## config.mk

```make
export PLATFORM = sky130hd
export DESIGN_NAME = crt_ctrl
export DESIGN_NICKNAME = d
export VERILOG_FILES = /design/src/rtl/core/crt_pkg.sv /design/src/rtl/core/crt_ctrl.sv
export SDC_FILE = /design/constraint.sdc
export NUM_CORES = 1
export LEC_CHECK = 0
export BUFFER_PORTS_ARGS = -buffer_cell sky130_fd_sc_hd__buf_2
export CAP_MARGIN = 10
export CORE_MARGIN = 8
export CORE_UTILIZATION = 50
export DETAILED_ROUTE_END_ITERATION = 7
export PLACE_DENSITY = 0.85
export SLEW_MARGIN = 20
export SYNTH_ARGS = -nofsm -noshare
export SYNTH_HDL_FRONTEND = slang
export SYNTH_SLANG_ARGS = --single-unit
```

## constraint.sdc

```tcl
create_clock -name clk -period 1.55 [get_ports clk]
set_input_delay 0.2325 -clock clk [delete_from_list [all_inputs] [get_ports clk]]
set_output_delay 0.2325 -clock clk [all_outputs]
set_load 0.01 [all_outputs]
```

## src/rtl/core/crt_pkg.sv

```systemverilog
`timescale 1ns / 1ps

package crt_pkg;

  localparam int MODULUS_BITS_DEF  = 32;
  localparam int COMBINED_BITS_DEF = 63;
  localparam int DW                = 64;   // divider dividend width

  localparam logic [1:0] STAT_OK    = 2'd0;
  localparam logic [1:0] STAT_NOSOL = 2'd1;
  localparam logic [1:0] STAT_OVF   = 2'd2;

  typedef enum logic [4:0] {
    OP_NONE, OP_LOAD, OP_RED, OP_SEED, OP_GCD_INIT, OP_GCD, OP_RD_R, OP_RD_CMP,
    OP_SET_NOSOL, OP_MD, OP_MM, OP_LCM_LO, OP_LCM_HI, OP_LCM_SUM, OP_SET_OVF,
    OP_RM, OP_DIFF, OP_Q, OP_KZERO, OP_INV0, OP_EUC_DIV, OP_EUC_MUL, OP_EUC_UPD,
    OP_INV_FIX, OP_K_MUL, OP_K_DIV, OP_KM_LO, OP_KM_HI, OP_COMMIT, OP_EMIT
  } op_t;

  typedef enum logic [5:0] {
    S_IDLE, S_RED, S_BRANCH, S_SEED, S_GCD_INIT, S_GCD, S_RD_R, S_RD_CMP, S_CHK1,
    S_NOSOL, S_MD, S_MM, S_LCM_LO, S_LCM_HI, S_LCM_SUM, S_CHK2, S_OVF, S_RM,
    S_DIFF, S_Q, S_CHK3, S_KZERO, S_INV0, S_EUC_DIV, S_EUC_MUL, S_EUC_UPD,
    S_INV_FIX, S_K_MUL, S_K_DIV, S_KM_LO, S_KM_HI, S_COMMIT, S_FIN, S_EMIT
  } state_t;

  typedef struct packed {
    op_t  op;
    logic div_start;
  } ctl_t;

  typedef struct packed {
    logic div_done;
    logic rem_zero;   // divider remainder is zero
    logic t_zero;
    logic in_system;
    logic sticky_ok;
    logic nosol;
    logic ovf;
    logic mm_le1;
    logic last;
    logic out_free;
  } sts_t;

endpackage

```

## src/rtl/core/crt_ctrl.sv

```systemverilog
`timescale 1ns / 1ps

module crt_ctrl
  import crt_pkg::*;
(
  input  logic clk,
  input  logic rst,
  input  logic s_tvalid,
  output logic s_tready,
  input  sts_t sts,
  output ctl_t ctl
);

  state_t state, state_next;
  logic   issued, is_div;

  always_ff @(posedge clk) begin
    if (rst) begin
      state  <= S_IDLE;
      issued <= 1'b0;
    end else begin
      state <= state_next;
      if (sts.div_done) issued <= 1'b0;
      else if (ctl.div_start) issued <= 1'b1;
    end
  end

  always_comb begin
    state_next = state;
    unique case (state)
      S_IDLE:     if (s_tvalid) state_next = S_RED;
      S_RED:      if (sts.div_done) state_next = S_BRANCH;
      S_BRANCH: begin
        if (!sts.in_system) state_next = S_SEED;
        else if (!sts.sticky_ok) state_next = S_FIN;
        else state_next = S_GCD_INIT;
      end
      S_SEED:     state_next = S_FIN;
      S_GCD_INIT: state_next = S_GCD;
      S_GCD:      if (sts.div_done && sts.rem_zero) state_next = S_RD_R;
      S_RD_R:     if (sts.div_done) state_next = S_RD_CMP;
      S_RD_CMP:   if (sts.div_done) state_next = S_CHK1;
      S_CHK1:     state_next = sts.nosol ? S_NOSOL : S_MD;
      S_NOSOL:    state_next = S_FIN;
      S_MD:       if (sts.div_done) state_next = S_MM;
      S_MM:       if (sts.div_done) state_next = S_LCM_LO;
      S_LCM_LO:   state_next = S_LCM_HI;
      S_LCM_HI:   state_next = S_LCM_SUM;
      S_LCM_SUM:  state_next = S_CHK2;
      S_CHK2:     state_next = sts.ovf ? S_OVF : S_RM;
      S_OVF:      state_next = S_FIN;
      S_RM:       if (sts.div_done) state_next = S_DIFF;
      S_DIFF:     state_next = S_Q;
      S_Q:        if (sts.div_done) state_next = S_CHK3;
      S_CHK3:     state_next = sts.mm_le1 ? S_KZERO : S_INV0;
      S_KZERO:    state_next = S_KM_LO;
      S_INV0:     if (sts.div_done) state_next = S_EUC_DIV;
      S_EUC_DIV:  if (sts.div_done) state_next = S_EUC_MUL;
      S_EUC_MUL:  state_next = S_EUC_UPD;
      S_EUC_UPD:  state_next = sts.t_zero ? S_INV_FIX : S_EUC_DIV;
      S_INV_FIX:  state_next = S_K_MUL;
      S_K_MUL:    state_next = S_K_DIV;
      S_K_DIV:    if (sts.div_done) state_next = S_KM_LO;
      S_KM_LO:    state_next = S_KM_HI;
      S_KM_HI:    state_next = S_COMMIT;
      S_COMMIT:   state_next = S_FIN;
      S_FIN:      state_next = sts.last ? S_EMIT : S_IDLE;
      S_EMIT:     if (sts.out_free) state_next = S_IDLE;
      default:    state_next = S_IDLE;
    endcase
  end

  always_comb begin
    ctl.op   = OP_NONE;
    is_div   = 1'b0;
    s_tready = 1'b0;
    unique case (state)
      S_IDLE: begin
        s_tready = 1'b1;
        if (s_tvalid) ctl.op = OP_LOAD;
      end
      S_RED:      begin ctl.op = OP_RED;     is_div = 1'b1; end
      S_SEED:     ctl.op = OP_SEED;
      S_GCD_INIT: ctl.op = OP_GCD_INIT;
      S_GCD:      begin ctl.op = OP_GCD;     is_div = 1'b1; end
      S_RD_R:     begin ctl.op = OP_RD_R;    is_div = 1'b1; end
      S_RD_CMP:   begin ctl.op = OP_RD_CMP;  is_div = 1'b1; end
      S_NOSOL:    ctl.op = OP_SET_NOSOL;
      S_MD:       begin ctl.op = OP_MD;      is_div = 1'b1; end
      S_MM:       begin ctl.op = OP_MM;      is_div = 1'b1; end
      S_LCM_LO:   ctl.op = OP_LCM_LO;
      S_LCM_HI:   ctl.op = OP_LCM_HI;
      S_LCM_SUM:  ctl.op = OP_LCM_SUM;
      S_OVF:      ctl.op = OP_SET_OVF;
      S_RM:       begin ctl.op = OP_RM;      is_div = 1'b1; end
      S_DIFF:     ctl.op = OP_DIFF;
      S_Q:        begin ctl.op = OP_Q;       is_div = 1'b1; end
      S_KZERO:    ctl.op = OP_KZERO;
      S_INV0:     begin ctl.op = OP_INV0;    is_div = 1'b1; end
      S_EUC_DIV:  begin ctl.op = OP_EUC_DIV; is_div = 1'b1; end
      S_EUC_MUL:  ctl.op = OP_EUC_MUL;
      S_EUC_UPD:  ctl.op = OP_EUC_UPD;
      S_INV_FIX:  ctl.op = OP_INV_FIX;
      S_K_MUL:    ctl.op = OP_K_MUL;
      S_K_DIV:    begin ctl.op = OP_K_DIV;   is_div = 1'b1; end
      S_KM_LO:    ctl.op = OP_KM_LO;
      S_KM_HI:    ctl.op = OP_KM_HI;
      S_COMMIT:   ctl.op = OP_COMMIT;
      S_EMIT:     if (sts.out_free) ctl.op = OP_EMIT;
      default:    ctl.op = OP_NONE;
    endcase
    ctl.div_start = is_div && !issued && !sts.div_done;
  end

endmodule

```

Word-level counts from Yosys, hierarchy flattened
Index checks and enable logic that the tools add are counted.
{"block": "word_totals", "regBits": 7, "latchBits": 0, "ramBits": 0, "rom_bits": 0, "in_bits": 13, "output_inout_bits": 7, "wordCells": 84, "mem_count": 0}
{"block": "op_classes", "n_addsub": 0, "mul": 0, "n_div": 0, "magnitude_cmp": 0, "eq_ne": 46, "n_shift": 0, "muxes": 26, "n_bitwise": 0, "reduce_logical": 10}
{"op": "one-hot mux 6 bit (31 select lines)", "n": 1}
{"op": "one-hot mux 5 bit (29 select lines)", "n": 1}
{"op": "equality test 6 x 5 -> 1 bit, second input constant", "n": 16}
{"op": "two-way mux 6 bit", "n": 16}
{"op": "equality test 6 x 4 -> 1 bit, second input constant", "n": 8}
{"op": "!= test 2 bit, second input constant", "n": 13}
{"op": "equality test 6 x 3 -> 1 bit, second input constant", "n": 4}
{"op": "AND reduction 13 bit", "n": 1}
{"op": "equality test 6 x 2 -> 1 bit, second input constant", "n": 2}
{"op": "equality test 6 bit, second input constant", "n": 2}
{"op": "OR reduction 11 bit", "n": 1}
{"op": "equality test 6 x 1 -> 1 bit, second input constant", "n": 1}
{"op": "logical NOT 6 bit", "n": 1}
{"op": "two-way mux 5 bit", "n": 1}
{"op": "two-way mux 1 bit", "n": 4}
{"op": "two-way mux 2 bit", "n": 2}
{"op": "two-way mux 4 bit", "n": 1}
{"op": "OR reduction 4 bit", "n": 1}
{"op": "logical AND 1 bit", "n": 3}
{"op": "logical NOT 1 bit", "n": 2}
{"op": "OR reduction 2 bit", "n": 1}

Depth between registers and ports, before layout
Gate-level depths: netlist of the first run.
{"block": "logic_depth", "depth_word": 5, "depth_mapped": 8}

Worst setup path before layout of the first run
OpenSTA, ideal clock, no wires.
{"block": "synth_timing", "kind": "reg-to-output", "start": "reg state[4]", "end": "out ctl[1] (netlist bit)", "arrival_ps": 1535, "path_slack_ps": -217, "path_stages_with_launch": 7, "n_path_buf": 3, "path_cell_list": "dfxtp_1 buf_4 buf_4 clkbuf_1 nor4_1 nand2_1 nand3_1"}
{"element": "from (decl)", "line": "crt_ctrl.sv:14", "text": "state_t state, state_next;"}
{"element": "from (signal assigned)", "line": "crt_ctrl.sv:22", "text": "state <= state_next;"}
{"element": "to (decl)", "line": "crt_ctrl.sv:11", "text": "output ctl_t ctl"}

==> flow_summary.yaml, run 1 <==
status:
  status: "finished with violations"
  violations: "negative setup slack"
global_route:
  grt_pass1_wl_um: 7650
  track_usage_pct: 23.0
  grt_overflow: 0
  grt_max_degree: 22
  grt_pass1_vias: 1630
  antenna_found_initial: 0
cells_and_area:
  final_common_cell: "buf_4"
  final_util_pct: 84.8
  antenna_cells: 0
  fin_area_um2: 1820
  area_growth_pct: 63.8
  layout_common_cells: "buf_4, nor2_1, buf_2"
  nNetsFinal: 239
  drive_gt1_share_pct: 47.1
placement:
  dp_hpwl_um: 3080
  pre_cts_slack_ps: -262
  gp_congestion: 0.958
  dpl_cell_area_um2: 1480
  port_buffers: 19
logic_synthesis:
  synthFlopType: "dfxtp_1"
  synthXorXnorAreaFrac_pct: 1.57
  yosysWarnings: 0
  synth_top_family_by_area: "compound AO/OA/AOI/OAI gates"
  ys_seq_area_share_pct: 12.6
  syn_area_per_cell_um2: 6.54
  synthSimpleGateAreaFrac_pct: 35.3
  syn-cell-area_um2: 1110
  ys_types: 48
  synth.area.top_cells: "dfxtp_1, nor2_1, a21oi_1"
  synth_nets: 183
  synthArstFlopShare_pct: 0
  synth_compound_area_share_pct: 37.7
  postSynthCellCount: 170
  post_synth_mux_area_share_pct: 1.80
  synth_edf_count: 0
  synthAdderAreaFrac_pct: 0
  yosysTopAreaCell: "dfxtp_1"
  synth_top_area_share_pct: 12.6
  ys_ff_latch: 7
sta:
  fmax_mhz: 498
  drv_slew: 0
  slew_headroom_pct: 73.3
  tightest_slew_ps: 401
  fin_crit_ps: 2010
  worst_slack_ps: -459
  setup_viol: 12
  timing.final.crit_share_pct: 130
  fin_skew_ps: 1.20
  hold_violations: 0
  rsz0062_at_grt: "true"
pwr:
  power_mw: 2.32
  power_density_nw_per_um2: 1280
  vdd_drop_max_mv: 1.27
  power_leakage_nw: 0.763
die:
  dieArea_um2: 3990
  die_x_um: 63.2
  ios: 20
  die_h_um: 63.2
  fp-row-count: 17
  start_util_pct: 51.8
  core_area_um2: 2150
clock_tree:
  ctsHtreeMaxLevel: 1
  tritoncts: "done"
  cts_buffers: 3
  cts_root_buf: "clkbuf_4"
  worstSkewPairLatency_ps: 270
  clock_sinks: 7
  clk_pin_slew_ps: 70
  cts_max_path_buffers: 2
worst_setup_path:
  cp-start-kind: "register"
  path_max_fanout: 9
  critical_path_class: "register to output pin"
  worstPathArrival_ps: 1780
  endpoint_kind: "output pin"
  required_ps: 1320
routing:
  dr.pass1.iters: 7
  viasPerCell: 7.00
  wl_um: 5540
  drtAntennaViolNets: 0
  dr_total_vias: 1771
  drc: 0
  wl_per_cell_um: 21.9
  drt_iter0_markers: 255
hold_path:
  hold_path_class: "primary input to register"
flow_run:
  cap_viol_max_count: 0
## per-stage QoR
step                std cells  hold WS, ps  TNS (ps)
finish                    253          182     -3410
global route              253          187     -3860
CTS                       252          167     -2380
detailed placement        235          438     -1410
global placement          235          433      -601
floorplan                 170          312         0
## routing by layer
layer  share of wire [%]  track usage, %
met4                 7.5            11.7
met1                  34            26.0
met3                  12            4.42
met2                  47            39.9
met5                   0               0
## worst max-delay path, cell delays in order (launching register included)
cell and delay (ps):
dfxtp_4 420, buf_4 130, inv_1 70, o21ai_0 310, a21oi_1 130, a31oi_1 160
o21ai_1 120, buf_2 170
## what timing repair did
action / CTS / global route
hold buffers: 0 / 0
gates cloned: 0 / 0
resized for setup: 27 / 23
buffers inserted: 13 / 2
setup endpoints to repair: 12 / 12
pin swaps: 9 / 2
## final cells by class
cell class | instances | area, µm²
inverters | 7 | 26.3
well taps | 28 | 35.0
flip-flops and latches | 7 | 156
repair buffers | 70 | 541
multi-input cells | 137 | 1040
clock buffers | 4 | 26.3
fillers | 117 | 327
## cell usage after synthesis (all sizes together) (2+ instances only)
library cell / n
a211oi: 3
a21o: 2
a21oi: 15
a311oi: 2
a31oi: 5
buf: 15
clkbuf: 4
dfxtp: 7
inv: 7
mux2i: 2
nand2: 10
nand2b: 3
nand3: 6
nand3b: 6
nor2: 22
nor2b: 6
nor3: 6
nor3b: 2
nor4: 5
o21ai: 15
o221ai: 2
o31ai: 2
o41ai: 2
or3: 2
xnor2: 2
## report_power, final
group          total, mW  internal, mW  switching (mW)
sequential         0.287         0.217          0.0702
clock              0.195        0.0996          0.0950
combinational       1.84         0.869           0.975
## flip-flops by register name, indices dropped and copies added (netlist names)
signal and count:
state 6, issued 1
## logic make-up after synthesis
group           after synthesis
simple gates                 73
mux                           2
compound gates               60
xor+xnor                      2
buf+inv                      26
flops                         7
## path summary, 6_finish.rpt
| check | from | end | slack, ps | depth (start not counted) |
|---|---|---|---|---|
| worst min-delay path | sts[9] | issued$_SDFFE_PP0P_ | 180 | 2 |
| worst max register to register | state[2]$_SDFFE_PP0P_ | state[1]$_SDFFE_PP0P_ | -330 | 7 |
| worst min register to register | issued$_SDFFE_PP0P_ | issued$_SDFFE_PP0P_ | 550 | 2 |
| worst max-delay path | state[3]$_SDFFE_PP0P_ | ctl[3] | -460 | 7 |
(Power assumes the default switching activity.)
==> run 2, diff against run 1 <==
- BUFFER_PORTS_ARGS: -buffer_cell sky130_fd_sc_hd__buf_2 -> not set
- CORE_UTILIZATION: 50 -> 52
- CTS_CLUSTER_DIAMETER: not set -> 200
- DONT_BUFFER_PORTS: not set -> 1
- PLACE_DENSITY: 0.85 -> 0.76
- clock period: 1.55 -> 2.4 ns (I/O delays scaled with it)
==> run 2 against run 1 <==
The flow now finishes without violations. Register-to-register slack improved by 890 ps. First-iteration DRC count fell by 65%. Non-clock buffer count fell by 59. Global-route usage fell by 7.7 points. Power fell by 60%. Cell area fell by 36%. Clock-buffer cell count did not move. Sequential power fell by 42%. Combinational power fell by 64%. Clock skew rose by 1.5 ps. Largest cell class unchanged.
==> flow_summary.yaml, run 2 (same netlist as run 1, synthesis figures left out) <==
status:
  status: "finished, final reports clean"
worst_setup_path:
  cp-start-kind: "register"
  crit_path_start: "state[4]$_SDFFE_PP0P_"
  worstPathArrival_ps: 1900
  r2r_setup_slack_ps: 560
  endpoint_kind: "output pin"
  r2r-start: "state[3]$_SDFFE_PP0P_"
  critical_path_class: "register to output pin"
  r2r-end: "state[1]$_SDFFE_PP0P_"
  endpoint: "ctl[0]"
  required_ps: 2040
  path_max_fanout: 12
  ff2ff_path_depth: 6
cells_and_area:
  reg_top3: "state: 6 flops, issued: 1 flops"
  fill_cells: 196
  nNetsFinal: 180
  layout_common_cells: "nor2_1, a21oi_1, o21ai_0"
  regMostFlops: "state"
  fin_cells: 193
  area_growth_pct: 4.27
  fin_area_um2: 1160
  drive_gt1_share_pct: 12.0
  antenna_cells: 0
  largest_reg_flops: 6
  final_common_cell: "nor2_1"
sta:
  hold_violations: 0
  drv_slew: 0
  rsz0062_at_grt: "false"
  tightest_slew_ps: 482
  fin_crit_ps: 2260
  whs_ps: 181
  tns_ps: 0
  slew_headroom_pct: 67.9
  timing.final.crit_share_pct: 94.2
  fin_skew_ps: 2.71
  setup_viol: 0
  fmax_mhz: 442
routing:
  drt_iter0_markers: 89
  wl_um: 3080
  dr.pass1.iters: 4
  dr_total_vias: 1284
  drc: 0
  viasPerCell: 6.65
  wl_per_cell_um: 15.9
  drtAntennaViolNets: 0
die:
  dieArea_um2: 3880
  core_area_um2: 1980
  die_h_um: 62.3
  fp-row-count: 16
  die_x_um: 62.3
  ios: 20
  start_util_pct: 56.1
clock_tree:
  cts_resized: 0
  cts_max_path_buffers: 2
  holdBufCountCts: 0
  clk_pin_slew_ps: 50
  tritoncts: "done"
  postCtsSetupRepairBufs: 0
  ctsHtreeMaxLevel: 1
  cts_root_buf: "clkbuf_4"
  cts_buffers: 3
  clock_sinks: 7
  worstSkewPairLatency_ps: 250
placement:
  dpl_cell_area_um2: 1130
  port_buffers: 0
  dp_hpwl_um: 2270
  placed_cells: 189
  gp_congestion: 0.872
pwr:
  power_leakage_nw: 0.393
  power_density_nw_per_um2: 800
  vdd_drop_max_mv: 0.432
  power_mw: 0.928
global_route:
  track_usage_pct: 15.3
  grt_pass1_wl_um: 5230
  grt_pass1_vias: 1127
  antenna_found_initial: 0
  grt_overflow: 0
  grt_max_degree: 29
hold_path:
  hold_path_class: "primary input to register"
flow_run:
  cap_viol_max_count: 0
## run 2: cell count changes in the layout (fill, tap and decap cells not counted), moves of 3 or more
| cell | change |
|---|---|
| a21oi_1 | +3 |
| a21oi_2 | -3 |
| buf_2 | -17 |
| buf_4 | -30 |
| buf_6 | -10 |
| dfxtp_1 | +4 |
| dfxtp_4 | -4 |
## run 2: area by class of cell
class | count | area [µm²] | share of cell area (%)
multi-input cells | 137 | 850 | 73.2
repair buffers | 11 | 82.6 | 7.12
clock buffers | 4 | 26.3 | 2.27
flip-flops and latches | 7 | 141 | 12.2
inverters | 7 | 26.3 | 2.27
well taps | 27 | 33.8 | 2.91
## run 2: worst min-delay path by stage
stage,startpoint,endpoint,slack [ps],depth (start not counted)
after CTS,rst,state[5]$_SDFFE_PP0P_,180,1
after floorplan,sts[9],issued$_SDFFE_PP0P_,440,1
after global routing,rst,state[5]$_SDFFE_PP0P_,170,1
after detailed placement,rst,state[5]$_SDFFE_PP0P_,440,1
after global placement,rst,state[5]$_SDFFE_PP0P_,440,1
final,rst,state[5]$_SDFFE_PP0P_,180,1
## run 2: per-layer routing
| layer | track usage (%) | share of wire (%) |
|---|---|---|
| met5 | 0 | 0 |
| met3 | 3.94 | 8.5 |
| met2 | 24.3 | 48 |
| met4 | 2.56 | 0.46 |
| met1 | 20.5 | 43 |
## run 2: where the power goes
| group | switching [mW] | total (mW) | internal [mW] |
|---|---|---|---|
| logic | 0.400 | 0.656 | 0.256 |
| clock network | 0.0414 | 0.105 | 0.0633 |
| registers | 0.0293 | 0.167 | 0.138 |
## run 2: stage by stage
step	setup WS [ps]	util (%)
3_3_place_gp	428	57.1
2_1_floorplan	505	-
3_5_place_dp	321	57.1
4_1_cts	60.0	58.5
6_report	138	58.5
5_1_grt	17.4	58.5
## run 2: worst max-delay path, cell delays in order, from the launching register on
cell and delay, ps:
dfxtp_1 550, mux2i_1 280, a21boi_2 110, a211oi_1 390, nand2_1 110, nor2_1 210
